File: config.mk
export PLATFORM = sky130hd
export DESIGN_NAME = battery_power_mode_governor_core_flat
export DESIGN_NICKNAME = d
export VERILOG_FILES = /design/src/design/bpmg_pkg.sv /design/src/design/bpmg_sample_if.sv /design/src/design/bpmg_result_if.sv /design/src/design/bpmg_cfg_if.sv /design/src/design/battery_power_mode_governor_core.sv /design/src/flat_wrapper.sv
export SDC_FILE = /design/constraint.sdc
export NUM_CORES = 1
export LEC_CHECK = 0
export BUFFER_PORTS_ARGS = -buffer_cell sky130_fd_sc_hd__buf_2
export CORE_AREA = 2 2 143 145
export CTS_CLUSTER_DIAMETER = 30
export DETAILED_ROUTE_END_ITERATION = 7
export DIE_AREA = 0 0 145 147
export GPL_TIMING_DRIVEN = 0
export PLACE_DENSITY = 0.59
export SETUP_SLACK_MARGIN = 0.1
export SLEW_MARGIN = 40
export SYNTH_ARGS = -nofsm -noshare
export SYNTH_HDL_FRONTEND = slang
export SYNTH_SLANG_ARGS = --single-unit
File: constraint.sdc
create_clock -name clk -period 9 [get_ports clk]
set_input_delay 0.9 -clock clk [delete_from_list [all_inputs] [get_ports clk]]
set_output_delay 0.9 -clock clk [all_outputs]
set_load 0.005 [all_outputs]
File: src/design/bpmg_pkg.sv
// bpmg_pkg: shared types, constants and helper functions for the
// battery power mode governor; no dependencies

package bpmg_pkg;

	localparam int unsigned MV_W     = 16;
	localparam int unsigned RUN_W    = 4;
	localparam int unsigned FACTOR_W = 7;
	localparam int unsigned CFG_IDX_W = 3;

	localparam logic [MV_W-1:0]  MIN_VALID_MV = 16'd1000;
	localparam logic [RUN_W-1:0] RUN_MAX      = 4'd15;

	localparam logic [MV_W-1:0]  ECO_MV_RST      = 16'd3700;
	localparam logic [MV_W-1:0]  SURVIVAL_MV_RST = 16'd3500;
	localparam logic [MV_W-1:0]  CRITICAL_MV_RST = 16'd3350;
	localparam logic [MV_W-1:0]  BOOTLOCK_MV_RST = 16'd3300;
	localparam logic [RUN_W-1:0] WORSE_RUN_RST    = 4'd2;
	localparam logic [RUN_W-1:0] BETTER_RUN_RST   = 4'd4;
	localparam logic [RUN_W-1:0] SHUTDOWN_RUN_RST = 4'd3;

	typedef enum logic [1:0] {
		MODE_NORMAL   = 2'd0,
		MODE_ECO      = 2'd1,
		MODE_SURVIVAL = 2'd2,
		MODE_CRITICAL = 2'd3
	} power_mode_t;

	typedef enum logic [CFG_IDX_W-1:0] {
		CFG_ECO_MV       = 3'd0,
		CFG_SURVIVAL_MV  = 3'd1,
		CFG_CRITICAL_MV  = 3'd2,
		CFG_BOOTLOCK_MV  = 3'd3,
		CFG_WORSE_RUN    = 3'd4,
		CFG_BETTER_RUN   = 3'd5,
		CFG_SHUTDOWN_RUN = 3'd6
	} cfg_index_t;

	function automatic logic [FACTOR_W-1:0] wake_factor(input power_mode_t mode);
		logic [FACTOR_W-1:0] f;
		unique case (mode)
			MODE_NORMAL:   f = 7'd9;
			MODE_ECO:      f = 7'd19;
			MODE_SURVIVAL: f = 7'd49;
			MODE_CRITICAL: f = 7'd99;
			default:       f = 7'd9;
		endcase
		return f;
	endfunction

	function automatic logic [RUN_W-1:0] run_bump(input logic [RUN_W-1:0] run);
		return (run == RUN_MAX) ? RUN_MAX : run + 4'd1;
	endfunction

endpackage

File: src/design/bpmg_sample_if.sv
// bpmg_sample_if: sample channel (valid/ready plus one battery sample)
// depends on bpmg_pkg

interface bpmg_sample_if
	import bpmg_pkg::*;
();
	logic            valid;
	logic            ready;
	logic [MV_W-1:0] battery_mv;
	logic            external_power;
	logic            start_req;

	modport source (output valid, output battery_mv, output external_power,
		output start_req, input ready);
	modport sink (input valid, input battery_mv, input external_power,
		input start_req, output ready);
endinterface

File: src/design/bpmg_result_if.sv
// bpmg_result_if: result channel (valid/ready plus one governor result)
// depends on bpmg_pkg

interface bpmg_result_if
	import bpmg_pkg::*;
();
	logic                valid;
	logic                ready;
	power_mode_t         power_mode;
	logic [FACTOR_W-1:0] wake_interval_factor;
	logic                background_off;
	logic [MV_W-1:0]     reported_mv;
	logic                shutdown_request;

	modport source (output valid, output power_mode, output wake_interval_factor,
		output background_off, output reported_mv, output shutdown_request,
		input ready);
	modport sink (input valid, input power_mode, input wake_interval_factor,
		input background_off, input reported_mv, input shutdown_request,
		output ready);
endinterface

File: src/design/bpmg_cfg_if.sv
// bpmg_cfg_if: register write channel (valid/ready, index, data)
// depends on bpmg_pkg

interface bpmg_cfg_if
	import bpmg_pkg::*;
();
	logic                 valid;
	logic                 ready;
	logic [CFG_IDX_W-1:0] index;
	logic [MV_W-1:0]      data;

	modport source (output valid, output index, output data, input ready);
	modport sink (input valid, input index, input data, output ready);
endinterface

File: src/design/battery_power_mode_governor_core.sv
// battery_power_mode_governor_core: power mode governor top level
// depends on bpmg_pkg, bpmg_sample_if, bpmg_result_if, bpmg_cfg_if
//
// usage:
// - sample: one battery sample per transaction (reading, external power,
//   start flag); each accepted sample gives exactly one result transaction
// - result: mode, wake interval factor, background suppress, last valid
//   reading and shutdown request, in sample order
// - cfg: writes one of seven threshold/run registers; always ready, meant
//   to be used only while no sample is in flight
// - path: the input register is loaded when a sample is accepted, then the
//   classification and run counter update feed the result register, which
//   loads once the result register is empty or being drained
// - throughput: one sample per cycle unless the result stalls; the sample
//   input keeps taking transactions while the result register drains
// - result stall: the result register holds, the input register fills, and
//   sample.ready falls only when both are occupied
// - reset: mode normal, last reading and all run counters zero, registers
//   at their default thresholds, both stages empty

module battery_power_mode_governor_core
	import bpmg_pkg::*;
(
	input  logic          clk,
	input  logic          arst_n,
	bpmg_sample_if.sink   sample,
	bpmg_result_if.source result,
	bpmg_cfg_if.sink      cfg
);

	logic [MV_W-1:0]  eco_mv_q, survival_mv_q, critical_mv_q, bootlock_mv_q;
	logic [RUN_W-1:0] worse_need_q, better_need_q, shutdown_need_q;

	logic            valid_s1;
	logic [MV_W-1:0] mv_s1;
	logic            ext_s1;
	logic            start_s1;

	power_mode_t      mode_q;
	logic [MV_W-1:0]  last_mv_q;
	logic [RUN_W-1:0] worse_run_q, better_run_q, shutdown_run_q;

	logic            res_valid_q;
	power_mode_t     res_mode_q;
	logic [MV_W-1:0] res_mv_q;
	logic            res_shut_q;

	logic             advance;
	logic [MV_W-1:0]  mv_new;
	power_mode_t      target;
	power_mode_t      mode_nxt;
	logic [RUN_W-1:0] worse_nxt, better_nxt, shutdown_nxt;
	logic [RUN_W-1:0] worse_bump, better_bump, shutdown_bump;
	logic             shut_nxt;
	logic             low_cond;

	// register writes
	assign cfg.ready = 1'b1;

	always_ff @(posedge clk or negedge arst_n) begin
		if (!arst_n) begin
			eco_mv_q        <= ECO_MV_RST;
			survival_mv_q   <= SURVIVAL_MV_RST;
			critical_mv_q   <= CRITICAL_MV_RST;
			bootlock_mv_q   <= BOOTLOCK_MV_RST;
			worse_need_q    <= WORSE_RUN_RST;
			better_need_q   <= BETTER_RUN_RST;
			shutdown_need_q <= SHUTDOWN_RUN_RST;
		end else if (cfg.valid) begin
			case (cfg.index)
				CFG_ECO_MV:       eco_mv_q        <= cfg.data;
				CFG_SURVIVAL_MV:  survival_mv_q   <= cfg.data;
				CFG_CRITICAL_MV:  critical_mv_q   <= cfg.data;
				CFG_BOOTLOCK_MV:  bootlock_mv_q   <= cfg.data;
				CFG_WORSE_RUN:    worse_need_q    <= cfg.data[RUN_W-1:0];
				CFG_BETTER_RUN:   better_need_q   <= cfg.data[RUN_W-1:0];
				CFG_SHUTDOWN_RUN: shutdown_need_q <= cfg.data[RUN_W-1:0];
				default: ;
			endcase
		end
	end

	// handshake
	assign advance      = valid_s1 && (!res_valid_q || result.ready);
	assign sample.ready = !valid_s1 || advance;

	always_ff @(posedge clk or negedge arst_n) begin
		if (!arst_n) begin
			valid_s1 <= 1'b0;
		end else if (sample.ready) begin
			valid_s1 <= sample.valid;
		end
	end

	always_ff @(posedge clk) begin
		if (sample.valid && sample.ready) begin
			mv_s1    <= sample.battery_mv;
			ext_s1   <= sample.external_power;
			start_s1 <= sample.start_req;
		end
	end

	// classification and run counters
	always_comb begin
		if (start_s1 || (mv_s1 > MIN_VALID_MV)) begin
			mv_new = mv_s1;
		end else begin
			mv_new = last_mv_q;
		end

		if (ext_s1) begin
			target = MODE_NORMAL;
		end else if (mv_new < MIN_VALID_MV) begin
			target = mode_q;
		end else if (mv_new <= critical_mv_q) begin
			target = MODE_CRITICAL;
		end else if (mv_new < survival_mv_q) begin
			target = MODE_SURVIVAL;
		end else if (mv_new < eco_mv_q) begin
			target = MODE_ECO;
		end else begin
			target = MODE_NORMAL;
		end
	end

	assign worse_bump    = run_bump(worse_run_q);
	assign better_bump   = run_bump(better_run_q);
	assign shutdown_bump = run_bump(shutdown_run_q);
	assign low_cond      = !ext_s1 && (mv_new > MIN_VALID_MV) && (mv_new <= bootlock_mv_q);

	always_comb begin
		mode_nxt     = mode_q;
		worse_nxt    = worse_run_q;
		better_nxt   = better_run_q;
		shutdown_nxt = shutdown_run_q;
		shut_nxt     = 1'b0;
		if (start_s1) begin
			mode_nxt = target;
		end else begin
			priority if (target > mode_q) begin
				better_nxt = '0;
				if (worse_bump >= worse_need_q) begin
					mode_nxt  = target;
					worse_nxt = '0;
				end else begin
					worse_nxt = worse_bump;
				end
			end else if (target < mode_q) begin
				worse_nxt = '0;
				if (better_bump >= better_need_q) begin
					mode_nxt   = power_mode_t'(mode_q - 2'd1);
					better_nxt = '0;
				end else begin
					better_nxt = better_bump;
				end
			end else begin
				worse_nxt  = '0;
				better_nxt = '0;
			end

			if (low_cond) begin
				shutdown_nxt = shutdown_bump;
				shut_nxt     = (shutdown_bump >= shutdown_need_q);
			end else begin
				shutdown_nxt = '0;
			end
		end
	end

	always_ff @(posedge clk or negedge arst_n) begin
		if (!arst_n) begin
			mode_q         <= MODE_NORMAL;
			last_mv_q      <= '0;
			worse_run_q    <= '0;
			better_run_q   <= '0;
			shutdown_run_q <= '0;
		end else if (advance) begin
			mode_q         <= mode_nxt;
			last_mv_q      <= mv_new;
			worse_run_q    <= worse_nxt;
			better_run_q   <= better_nxt;
			shutdown_run_q <= shutdown_nxt;
		end
	end

	// result register
	always_ff @(posedge clk or negedge arst_n) begin
		if (!arst_n) begin
			res_valid_q <= 1'b0;
		end else if (advance) begin
			res_valid_q <= 1'b1;
		end else if (result.ready) begin
			res_valid_q <= 1'b0;
		end
	end

	always_ff @(posedge clk) begin
		if (advance) begin
			res_mode_q <= mode_nxt;
			res_mv_q   <= mv_new;
			res_shut_q <= shut_nxt;
		end
	end

	assign result.valid                = res_valid_q;
	assign result.power_mode           = res_mode_q;
	assign result.wake_interval_factor = wake_factor(res_mode_q);
	assign result.background_off       = (res_mode_q == MODE_SURVIVAL) ||
		(res_mode_q == MODE_CRITICAL);
	assign result.reported_mv          = res_mv_q;
	assign result.shutdown_request     = res_shut_q;

	// checks
	a_state_holds: assert property (@(posedge clk) disable iff (!arst_n)
		!advance |=> $stable(mode_q) && $stable(shutdown_run_q))
		else $error("governor state changed without a sample");

	a_runs_exclusive: assert property (@(posedge clk) disable iff (!arst_n)
		!((worse_run_q != '0) && (better_run_q != '0)))
		else $error("worse and better runs both active");

	a_start_no_shutdown: assert property (@(posedge clk) disable iff (!arst_n)
		advance && start_s1 |=> !res_shut_q)
		else $error("shutdown raised on start sample");

	a_better_one_step: assert property (@(posedge clk) disable iff (!arst_n)
		advance && !start_s1 |=> (mode_q >= $past(mode_q)) ||
			(mode_q == power_mode_t'($past(mode_q) - 2'd1)))
		else $error("mode improved by more than one level");

	a_result_matches_state: assert property (@(posedge clk) disable iff (!arst_n)
		advance |=> (res_mode_q == mode_q) && (res_mv_q == last_mv_q))
		else $error("result register out of step with governor state");

endmodule
File: src/flat_wrapper.sv
// flat-port wrapper written by rule: the top's interface ports become plain ports
module battery_power_mode_governor_core_flat import bpmg_pkg::*;
  (clk, arst_n, sample_valid, sample_battery_mv, sample_external_power, sample_start_req, sample_ready, result_valid, result_power_mode, result_wake_interval_factor, result_background_off, result_reported_mv, result_shutdown_request, result_ready, cfg_valid, cfg_index, cfg_data, cfg_ready);
  bpmg_sample_if sample_i ();
  bpmg_result_if result_i ();
  bpmg_cfg_if cfg_i ();
  input  logic clk;
  input  logic arst_n;
  input wire logic [$bits(sample_i.valid)-1:0] sample_valid;
  input wire logic [$bits(sample_i.battery_mv)-1:0] sample_battery_mv;
  input wire logic [$bits(sample_i.external_power)-1:0] sample_external_power;
  input wire logic [$bits(sample_i.start_req)-1:0] sample_start_req;
  output wire logic [$bits(sample_i.ready)-1:0] sample_ready;
  output wire logic [$bits(result_i.valid)-1:0] result_valid;
  output wire logic [$bits(result_i.power_mode)-1:0] result_power_mode;
  output wire logic [$bits(result_i.wake_interval_factor)-1:0] result_wake_interval_factor;
  output wire logic [$bits(result_i.background_off)-1:0] result_background_off;
  output wire logic [$bits(result_i.reported_mv)-1:0] result_reported_mv;
  output wire logic [$bits(result_i.shutdown_request)-1:0] result_shutdown_request;
  input wire logic [$bits(result_i.ready)-1:0] result_ready;
  input wire logic [$bits(cfg_i.valid)-1:0] cfg_valid;
  input wire logic [$bits(cfg_i.index)-1:0] cfg_index;
  input wire logic [$bits(cfg_i.data)-1:0] cfg_data;
  output wire logic [$bits(cfg_i.ready)-1:0] cfg_ready;
  assign sample_i.valid = sample_valid;
  assign sample_i.battery_mv = sample_battery_mv;
  assign sample_i.external_power = sample_external_power;
  assign sample_i.start_req = sample_start_req;
  assign sample_ready = sample_i.ready;
  assign result_valid = result_i.valid;
  assign result_power_mode = result_i.power_mode;
  assign result_wake_interval_factor = result_i.wake_interval_factor;
  assign result_background_off = result_i.background_off;
  assign result_reported_mv = result_i.reported_mv;
  assign result_shutdown_request = result_i.shutdown_request;
  assign result_i.ready = result_ready;
  assign cfg_i.valid = cfg_valid;
  assign cfg_i.index = cfg_index;
  assign cfg_i.data = cfg_data;
  assign cfg_ready = cfg_i.ready;
  battery_power_mode_governor_core u_core (.clk(clk), .arst_n(arst_n), .sample(sample_i), .result(result_i), .cfg(cfg_i));
endmodule
==> results.md, run 1 <==
- Rows: 52
- Period utilisation layout: 0.687
- Register bit count reported by yosys: approximately 150
- Finished Layout Cells: ~1100
- Number of global-route vias before repair: 5645
- Number of placed instances with taps included: 1099
- Post-CTS Setup Bufs: 0
- Post-Syn Instances: 758
- Number of design-rule violations left by the first detailed-router iteration: just over 300
- Largest voltage drop on the vdd net: 0.129 mV
- Met1 Wirelength: ~8.5 mm
- Maximum achievable frequency: 162 MHz
- Net count of the finished layout: about 970
- Floorplan Core Area: ~20000 um^2
- Ys flop type: dfrtp_1
- Initial standard-cell utilization of the core: 0.394
- Final count of hold timing violations: 0
- Mean post-synth cell area: around 10 um^2
- Pre-antenna DRT Iters: 4
- Met3 layer wire length in the routed design: between 500 and 600 um
- Chip Height: between 100 and 150 um
- Cell-by-cell trace of the critical path: or4_4 -> or4_4 -> a21oi_4 -> buf_2 -> nand2_1 -> o21ai_1 -> ha_1 -> a21oi_1 -> o21ai_0 -> a2111oi_0 -> nand4_1 -> a211o_1 -> a41oi_2 -> ha_1 -> a21oi_1 -> a21oi_1 -> nor2b_1 -> nor2_1 -> or4_1 -> o21ai_0
- Number of resized instances in the post-cts repair step: 0
- Uppermost metal layer occupied by signal nets: met4
- Global-route wire length before repair: between 20 and 30 mm
- Shortest period the worst path allows: 6.18 ns
- Kind of cell adding the most delay to the critical path: compound AO/OA/AOI/OAI gates
- Clock tree from TritonCTS: built
- Result of the run: finished clean
- Place WS: between 2 and 3 ns
- CTS H-tree lvls: 4
- Accumulated negative setup slack: 0 ns
- Leakage power: ~4.3 nW
- Share of cells above drive strength 1: 0.223
- Post-synth EDFFs: 37
- Count of distinct cell types in the synthesized netlist: between 60 and 70
- Endpoint type of the worst setup path: flop
- Largest net degree at the start of global routing: 60
- Horizontal die dimension: about 150 um
- Most Frequent Cell on Critical Path: a21oi_1
- Post-route clock skew: ~0.0062 ns
- Clock tree sinks: 145
- Combined global-route utilization of all metal layers: 0.177
- Count of boundary I/O pins: 72
- Nature of the critical path startpoint: flop
- Number of warnings reported in the yosys synthesis log: 0
- Placed inst area: between 8000 and 9000 um^2
- Post-cts hold buffer count: 0
- Number of design rule violations left after detail routing: 0
- CTS clk-pin slew, worst paths: around 0.060 ns
- Final Power: roughly 2.2 mW
- Buffer cell driving the clock tree root: clkbuf_16
- Average via count per standard cell: between 4 and 5
- Cell with the biggest individual delay on the critical path: or4_4
- Sequential element share of the synthesized area: 0.492
- Antenna Nets Post-Route: 0
- Data required, critical path: just over 9 ns
- Setup-failing EPs final: 0
- Worst setup path category: flop to flop
- Worst setup slack after layout: about 2.8 ns
- Cell area after technology mapping: between 7000 and 8000 um^2
- Worst EP arrival: 6.53 ns
- Insertion delay to the later sink of the worst-skew pair: around 0.43 ns
- Area delta synth->final: 18.4%
- Drt wl/cell: between 15 and 20 um
- Max clock buf depth: 2
- Congestion Overflow GR: 0
- Async set or reset register ratio after synthesis: 0.745
- Ant. Diodes: 0
- Slew at the pin closest to its max-slew limit: about 0.73 ns
- Inserted Clock Buffers: 17
- Count of max-cap constraint violations: 0
- Area enclosed by the die boundary: 21300 um^2
- Estimated wirelength of the detail-placed design: 13.1 mm
- Bufs and invs on worst path: 1
- Setup repair after global routing missed its margin: no
- Slew Limit Headroom: 0.507
- Design area: 9260 um^2
- Max-slew violation total from the final report: 0
- Via Count: between 5000 and 6000
- Max FO, Critical Path: 10
- Antenna violations before repair: 0
- Final wirelength: between 15 and 20 mm
- # port buffers: 68
- Min-Delay Path Class: primary input to async pin
- Largest stage delay on the critical path: 0.55 ns
- Routability congestion estimate: roughly 0.86
- Power density cells: about 240 nW/um^2
- Met2 wire length: roughly 8.3 mm
## sequential cells by signal (all words and copies together), names as in the netlist, 4 cells and up
name                       cells
u_core.better_need_q           4
u_core.better_run_q            4
u_core.bootlock_mv_q          16
u_core.critical_mv_q          16
u_core.eco_mv_q               16
u_core.last_mv_q              16
u_core.mv_s1                  16
u_core.result.reported_mv     16
u_core.shutdown_need_q         4
u_core.shutdown_run_q          4
u_core.survival_mv_q          16
u_core.worse_need_q            4
u_core.worse_run_q             4
## cell type report
type	instances	area [um^2]
clock buffers	18	429
plain buffers	19	93.8
clock inverters	14	260
fillers	1848	10600
flip-flops and latches	145	3850
well taps	270	338
inverters	84	315
repair buffers	70	405
multi-input cells	511	3570
## worst paths after layout
check / slack, ns / from / to / depth (start not counted)
hold / removal: 0.40 / arst_n / u_core.last_mv_q[11]$_DFFE_PN0P_ / 1
min in group clk: 0.49 / u_core.valid_s1$_DFFE_PN0N_ / u_core.result.valid$_DFFE_PN0P_ / 1
max in group asynchronous: 7.93 / arst_n / u_core.better_need_q[2]$_DFFE_PN1P_ / 2
setup / recovery: 2.82 / u_core.mv_s1[13]$_DFFE_PP_ / u_core.mode_q[0]$_DFFE_PN0P_ / 20
hold reg to reg: 0.49 / u_core.valid_s1$_DFFE_PN0N_ / u_core.result.valid$_DFFE_PN0P_ / 1
setup reg to reg: 2.82 / u_core.mv_s1[13]$_DFFE_PP_ / u_core.mode_q[0]$_DFFE_PN0P_ / 20
## metrics by stage
step | util | hold WS [ns]
after detailed placement | 0.432 | 0.484
after floorplan | - | 0.454
after global placement | 0.429 | 0.478
after global routing | 0.467 | 0.426
after CTS | 0.467 | 0.406
final | 0.467 | 0.400
## cell usage in the layout, fill, tap and decap left out, types with 4 or more instances in the layout
cell / n
mux2_2: 36
nor2_1: 32
dfrtp_1: 78
nand2b_1: 13
a22o_1: 10
o21a_1: 4
a21o_1: 10
inv_1: 84
nand2_1: 117
nand4_1: 13
nand3_1: 11
nor3_1: 6
edfxtp_1: 37
and2_1: 4
nor2b_1: 4
bufinv_16: 7
ha_1: 83
clkbuf_16: 17
nor4_1: 6
clkbuf_1: 13
a21oi_1: 29
buf_2: 69
dfstp_2: 30
o21ai_0: 69
## worst reg2reg max path, cell delays in order, from the launching register on
cell and delay, ns:
edfxtp_1 0.39, or4_4 0.55, or4_4 0.48, a21oi_4 0.30
buf_2 0.30, nand2_1 0.08, o21ai_1 0.40, ha_1 0.38
a21oi_1 0.13, o21ai_0 0.10, a2111oi_0 0.55, nand4_1 0.15
a211o_1 0.38, a41oi_2 0.33, ha_1 0.21, a21oi_1 0.12
a21oi_1 0.18, nor2b_1 0.33, nor2_1 0.12, or4_1 0.47
o21ai_0 0.14
## per-layer routing
metal / vias up / track usage
li1: 2837 / -
met3: 28 / 0.0339
met4: 0 / 0.0658
met1: 2646 / 0.240
met2: 97 / 0.283
met5: - / 0
## synthesized netlist by cell type (3+ instances only)
library cell | n | area [um^2]
and3_1 | 3 | 18.8
buf_4 | 3 | 22.5
nor3_1 | 6 | 30.0
nand4b_1 | 3 | 26.3
clkbuf_1 | 13 | 48.8
or2_2 | 3 | 18.8
dfstp_2 | 30 | 788
edfxtp_1 | 37 | 1110
dfrtp_1 | 78 | 1950
nand3_1 | 11 | 55.1
o21ai_0 | 70 | 350
nand4_1 | 13 | 81.3
mux2_2 | 36 | 405
nand2b_1 | 13 | 81.3
nor2_1 | 32 | 120
a22o_1 | 10 | 87.6
nor2b_1 | 4 | 25.0
ha_1 | 83 | 1040
nor4_1 | 6 | 37.5
nand2_1 | 117 | 439
nor3b_1 | 3 | 22.5
and2_1 | 4 | 25.0
nand3b_1 | 3 | 22.5
a21oi_1 | 29 | 145
a21o_1 | 10 | 75.1
inv_1 | 84 | 315
o21a_1 | 4 | 30.0
## power breakdown
group	switching (mW)	internal, mW
registers	0.0603	0.815
clock network	0.282	0.548
logic	0.284	0.230
total	0.627	1.59
## cell families (layout without fill, tap and decap cells)
| family | count (synthesis) | after routing | share of synthesized area |
|---|---|---|---|
| AOI/OAI and AO/OA | 154 | 154 | 0.125 |
| adders and majority gates | 83 | 83 | 0.133 |
| buffers and inverters | 103 | 205 | 0.0521 |
| DFF | 145 | 145 | 0.492 |
| muxes | 38 | 38 | 0.0544 |
| other | 2 | 3 | 0.000960 |
| and+or+nand+nor | 233 | 233 | 0.142 |
Power figures use the tool's default switching activity.
==> inputs of run 2 (changes only) <==
- clock period: 9 -> 6.05 ns (I/O delays scaled with it)
==> run 2 against run 1 <==
Net effect: maximum frequency increased by 11%; highest routed layer unchanged; utilization rose by 0.29 points; first-iteration DRC count is 0.33% higher; largest power group unchanged; final cell count rose by 0.35%; combinational power is 51% higher; worst setup slack got worse by 2.4 ns.
==> results.md, run 2 (synthesis gave the netlist of run 1 again) <==
- Floorplan Core Area: 19800 um^2 (unchanged)
- Pre-antenna DRT Iters: 4 (unchanged)
- Bufs and invs on worst path: 1 (unchanged)
- Number of global-route vias before repair: 5642 (was 5645)
- CTS H-tree lvls: 4 (unchanged)
- Congestion Overflow GR: 0 (unchanged)
- Kind of cell adding the most delay to the critical path: compound AO/OA/AOI/OAI gates (unchanged)
- Setup repair after global routing missed its margin: no (unchanged)
- Antenna violations before repair: 0 (unchanged)
- Reg-to-reg setup timing slack: 0.46 ns (was 2.82 ns)
- CP Capture Point: u_core.result.power_mode[1]$_DFFE_PP_ (was u_core.mode_q[0]$_DFFE_PN0P_)
- Worst EP arrival: 5.77 ns (was 6.53 ns)
- Initial standard-cell utilization of the core: 0.394 (unchanged)
- Inserted Clock Buffers: 17 (unchanged)
- Worst setup slack after layout: 0.460 ns (was 2.82 ns)
- Fraction of power spent switching nets: 0.283 (was 0.282)
- Shortest period the worst path allows: 5.59 ns (was 6.18 ns)
- Largest stage delay on the critical path: 0.55 ns (about the same)
- Reg2Reg Launch Point: u_core.mv_s1[13]$_DFFE_PP_ (unchanged)
- Post-route clock skew: 0.00752 ns (was 0.00623 ns)
- Chip Height: 147 um (unchanged)
- Largest net degree at the start of global routing: 60 (unchanged)
- Data required, critical path: 6.23 ns (was 9.35 ns)
- Period utilisation layout: 0.924 (was 0.687)
- Logic pwr share: 0.234 (was 0.232)
- Area delta synth->final: 19.1% (was 18.4%)
- Commonest non-fill, non-tap cell in the layout: nand2_1 (unchanged)
- Final design utilization: 0.470 (was 0.467)
- Worst-case hold slack: 0.102 ns (was 0.400 ns)
- Power density cells: 355 nW/um^2 (was 240 nW/um^2)
- Worst setup path category: flop to flop (unchanged)
- Max-slew violation total from the final report: 0 (unchanged)
- Leakage power: 4.31 nW (was 4.28 nW)
- Via Count: 5612 (was 5608)
- Placed inst area: 8570 um^2 (unchanged)
- Most Frequent Cell on Critical Path: a21oi_1 (unchanged)
- Clock tree from TritonCTS: built (unchanged)
- Setup-failing EPs final: 0 (unchanged)
- Drt wl/cell: 15.7 um (about the same)
- CTS clk-pin slew, worst paths: 0.06 ns (about the same)
- Cell-by-cell trace of the critical path: or4_4 -> or4_4 -> a21oi_4 -> clkbuf_4 -> nand2_1 -> o21ai_2 -> ha_1 -> a21oi_1 -> o21ai_0 -> a2111oi_2 -> nand4_1 -> a211o_1 -> a41oi_2 -> ha_1 -> a21oi_1 -> a21oi_1 -> nor2b_2 -> or2_2 -> a21o_2 (was or4_4 -> or4_4 -> a21oi_4 -> buf_2 -> nand2_1 -> o21ai_1 -> ha_1 -> a21oi_1 -> o21ai_0 -> a2111oi_0 -> nand4_1 -> a211o_1 -> a41oi_2 -> ha_1 -> a21oi_1 -> a21oi_1 -> nor2b_1 -> nor2_1 -> or4_1 -> o21ai_0)
- Place WS: -0.0151 ns (was 2.93 ns)
- Design area: 9320 um^2 (was 9260 um^2)
- Average via count per standard cell: 4.94 (was 4.96)
- Critical path startpoint: u_core.mv_s1[13]$_DFFE_PP_ (unchanged)
- Largest voltage drop on the vdd net: 0.194 mV (was 0.129 mV)
- Most frequent cells in the layout: nand2_1, inv_1, ha_1 (unchanged)
- Internal Pwr Total: 2.37 mW (was 1.59 mW)
- Multi-input gate area in the final layout: 3590 um^2 (was 3570 um^2)
- Depth of the worst register-to-register path: 19 (was 20)
- Fill cells: 1838 (was 1848)
- Number of cells on the critical path: 19 (was 20)
- Area enclosed by the die boundary: 21300 um^2 (unchanged)
- Slew at the pin closest to its max-slew limit: 0.731 ns (was 0.734 ns)
- Buffer cell driving the clock tree root: clkbuf_16 (unchanged)
- Horizontal die dimension: 145 um (unchanged)
- # port buffers: 68 (unchanged)
- Antenna Nets Post-Route: 0 (unchanged)
- Count of max-cap constraint violations: 0 (unchanged)
- Rows: 52 (unchanged)
- Number of design-rule violations left by the first detailed-router iteration: 305 (was 304)
- Estimated wirelength of the detail-placed design: 13.1 mm (unchanged)
- Result of the run: finished clean (unchanged)
- Clock network power share: 0.373 (was 0.374)
- Crit Reg-Reg Endpoint: u_core.result.power_mode[1]$_DFFE_PP_ (was u_core.mode_q[0]$_DFFE_PN0P_)
- Slew Limit Headroom: 0.513 (was 0.507)
- Number of design rule violations left after detail routing: 0 (unchanged)
- Combined global-route utilization of all metal layers: 0.177 (unchanged)
- Final count of hold timing violations: 0 (unchanged)
- Routability congestion estimate: 0.860 (unchanged)
- Global-route wire length before repair: 29.4 mm (unchanged)
- Final wirelength: 17.8 mm (about the same)
- Clock tree sinks: 145 (unchanged)
- Share of cells above drive strength 1: 0.232 (was 0.223)
- Sequential cell area: 3850 um^2 (unchanged)
- Ant. Diodes: 0 (unchanged)
- Sequential fraction of design power: 0.393 (was 0.394)
- Max clock buf depth: 2 (unchanged)
- Nature of the critical path startpoint: flop (unchanged)
- Min-Delay Path Class: primary input to async pin (unchanged)
- Net count of the finished layout: 977 (was 973)
- Count of boundary I/O pins: 72 (unchanged)
- Max FO, Critical Path: 10 (unchanged)
- Endpoint type of the worst setup path: flop (unchanged)
- Insertion delay to the later sink of the worst-skew pair: 0.43 ns (about the same)
- Maximum achievable frequency: 179 MHz (was 162 MHz)
- Switching power summed over all nets: 0.937 mW (was 0.627 mW)
- Cell with the biggest individual delay on the critical path: or4_4 (unchanged)
==> run 2: layout make-up <==
class,instances,share of cell area
Inverter,84,0.0338
Buffer,19,0.0103
Clock inverter,14,0.0279
Tap cell,270,0.0363
Clock buffer,18,0.0461
Multi-Input combinational cell,511,0.386
Timing Repair Buffer,74,0.0467
Sequential cell,145,0.413
==> run 2: how the worst min path moves through the flow <==
| stage | startpoint | endpoint | slack [ns] | depth (start not counted) |
|---|---|---|---|---|
| 6_report | arst_n | u_core.last_mv_q[11]$_DFFE_PN0P_ | 0.10 | 1 |
| 3_5_place_dp | u_core.last_mv_q[9]$_DFFE_PN0P_ | u_core.last_mv_q[9]$_DFFE_PN0P_ | 0.48 | 2 |
| 5_1_grt | arst_n | u_core.last_mv_q[4]$_DFFE_PN0P_ | 0.13 | 1 |
| 2_1_floorplan | arst_n | u_core.better_need_q[0]$_DFFE_PN0P_ | 0.31 | 0 |
| 4_1_cts | arst_n | u_core.last_mv_q[11]$_DFFE_PN0P_ | 0.11 | 1 |
| 3_3_place_gp | u_core.last_mv_q[8]$_DFFE_PN0P_ | u_core.last_mv_q[8]$_DFFE_PN0P_ | 0.48 | 2 |
==> run 2: worst register-to-register path, delay by kind of cell (launching register included) <==
family	cells	cell delay (ns)
AOI/OAI and AO/OA	10	2.32
buffers and inverters	1	0.27
DFF	1	0.39
and+or+nand+nor	6	1.73
adders and majority gates	2	0.63
==> run 2: power by group through the flow <==
stage          logic, mW  clock network (mW)  registers (mW)
2_1_floorplan      0.544                   0            1.30
3_3_place_gp       0.742                   0            1.32
3_5_place_dp       0.765                   0            1.32
4_1_cts            0.774                1.25            1.30
5_1_grt            0.896                1.29            1.33
6_report           0.775                1.23            1.30
==> run 2: metal layers <==
metal	track usage	wire length, um	vias to the layer above
met1	0.240	8500	2662
li1	-	-	2839
met3	0.0339	511	22
met4	0.0658	375	0
met2	0.283	8450	89
met5	0	0	-
==> run 2: timing repair <==
action | in CTS | in global routing
gates cloned | 0 | 0
hold buffers | 0 | 0
setup buffers | 0 | 4
pin swaps | 0 | 0
setup endpoints to repair | 4 | 4
resized for setup | 1 | 6
==> run 2: through the flow <==
| stage | power (mW) | cells | TNS, ns |
|---|---|---|---|
| finish | 3.31 | 1135 | 0 |
| global route | 3.51 | 1135 | 0 |
| CTS | 3.33 | 1131 | 0 |
| detailed placement | 2.08 | 1099 | -0.0151 |
| global placement | 2.06 | 1097 | -0.177 |
| floorplan | 1.84 | 759 | 0 |
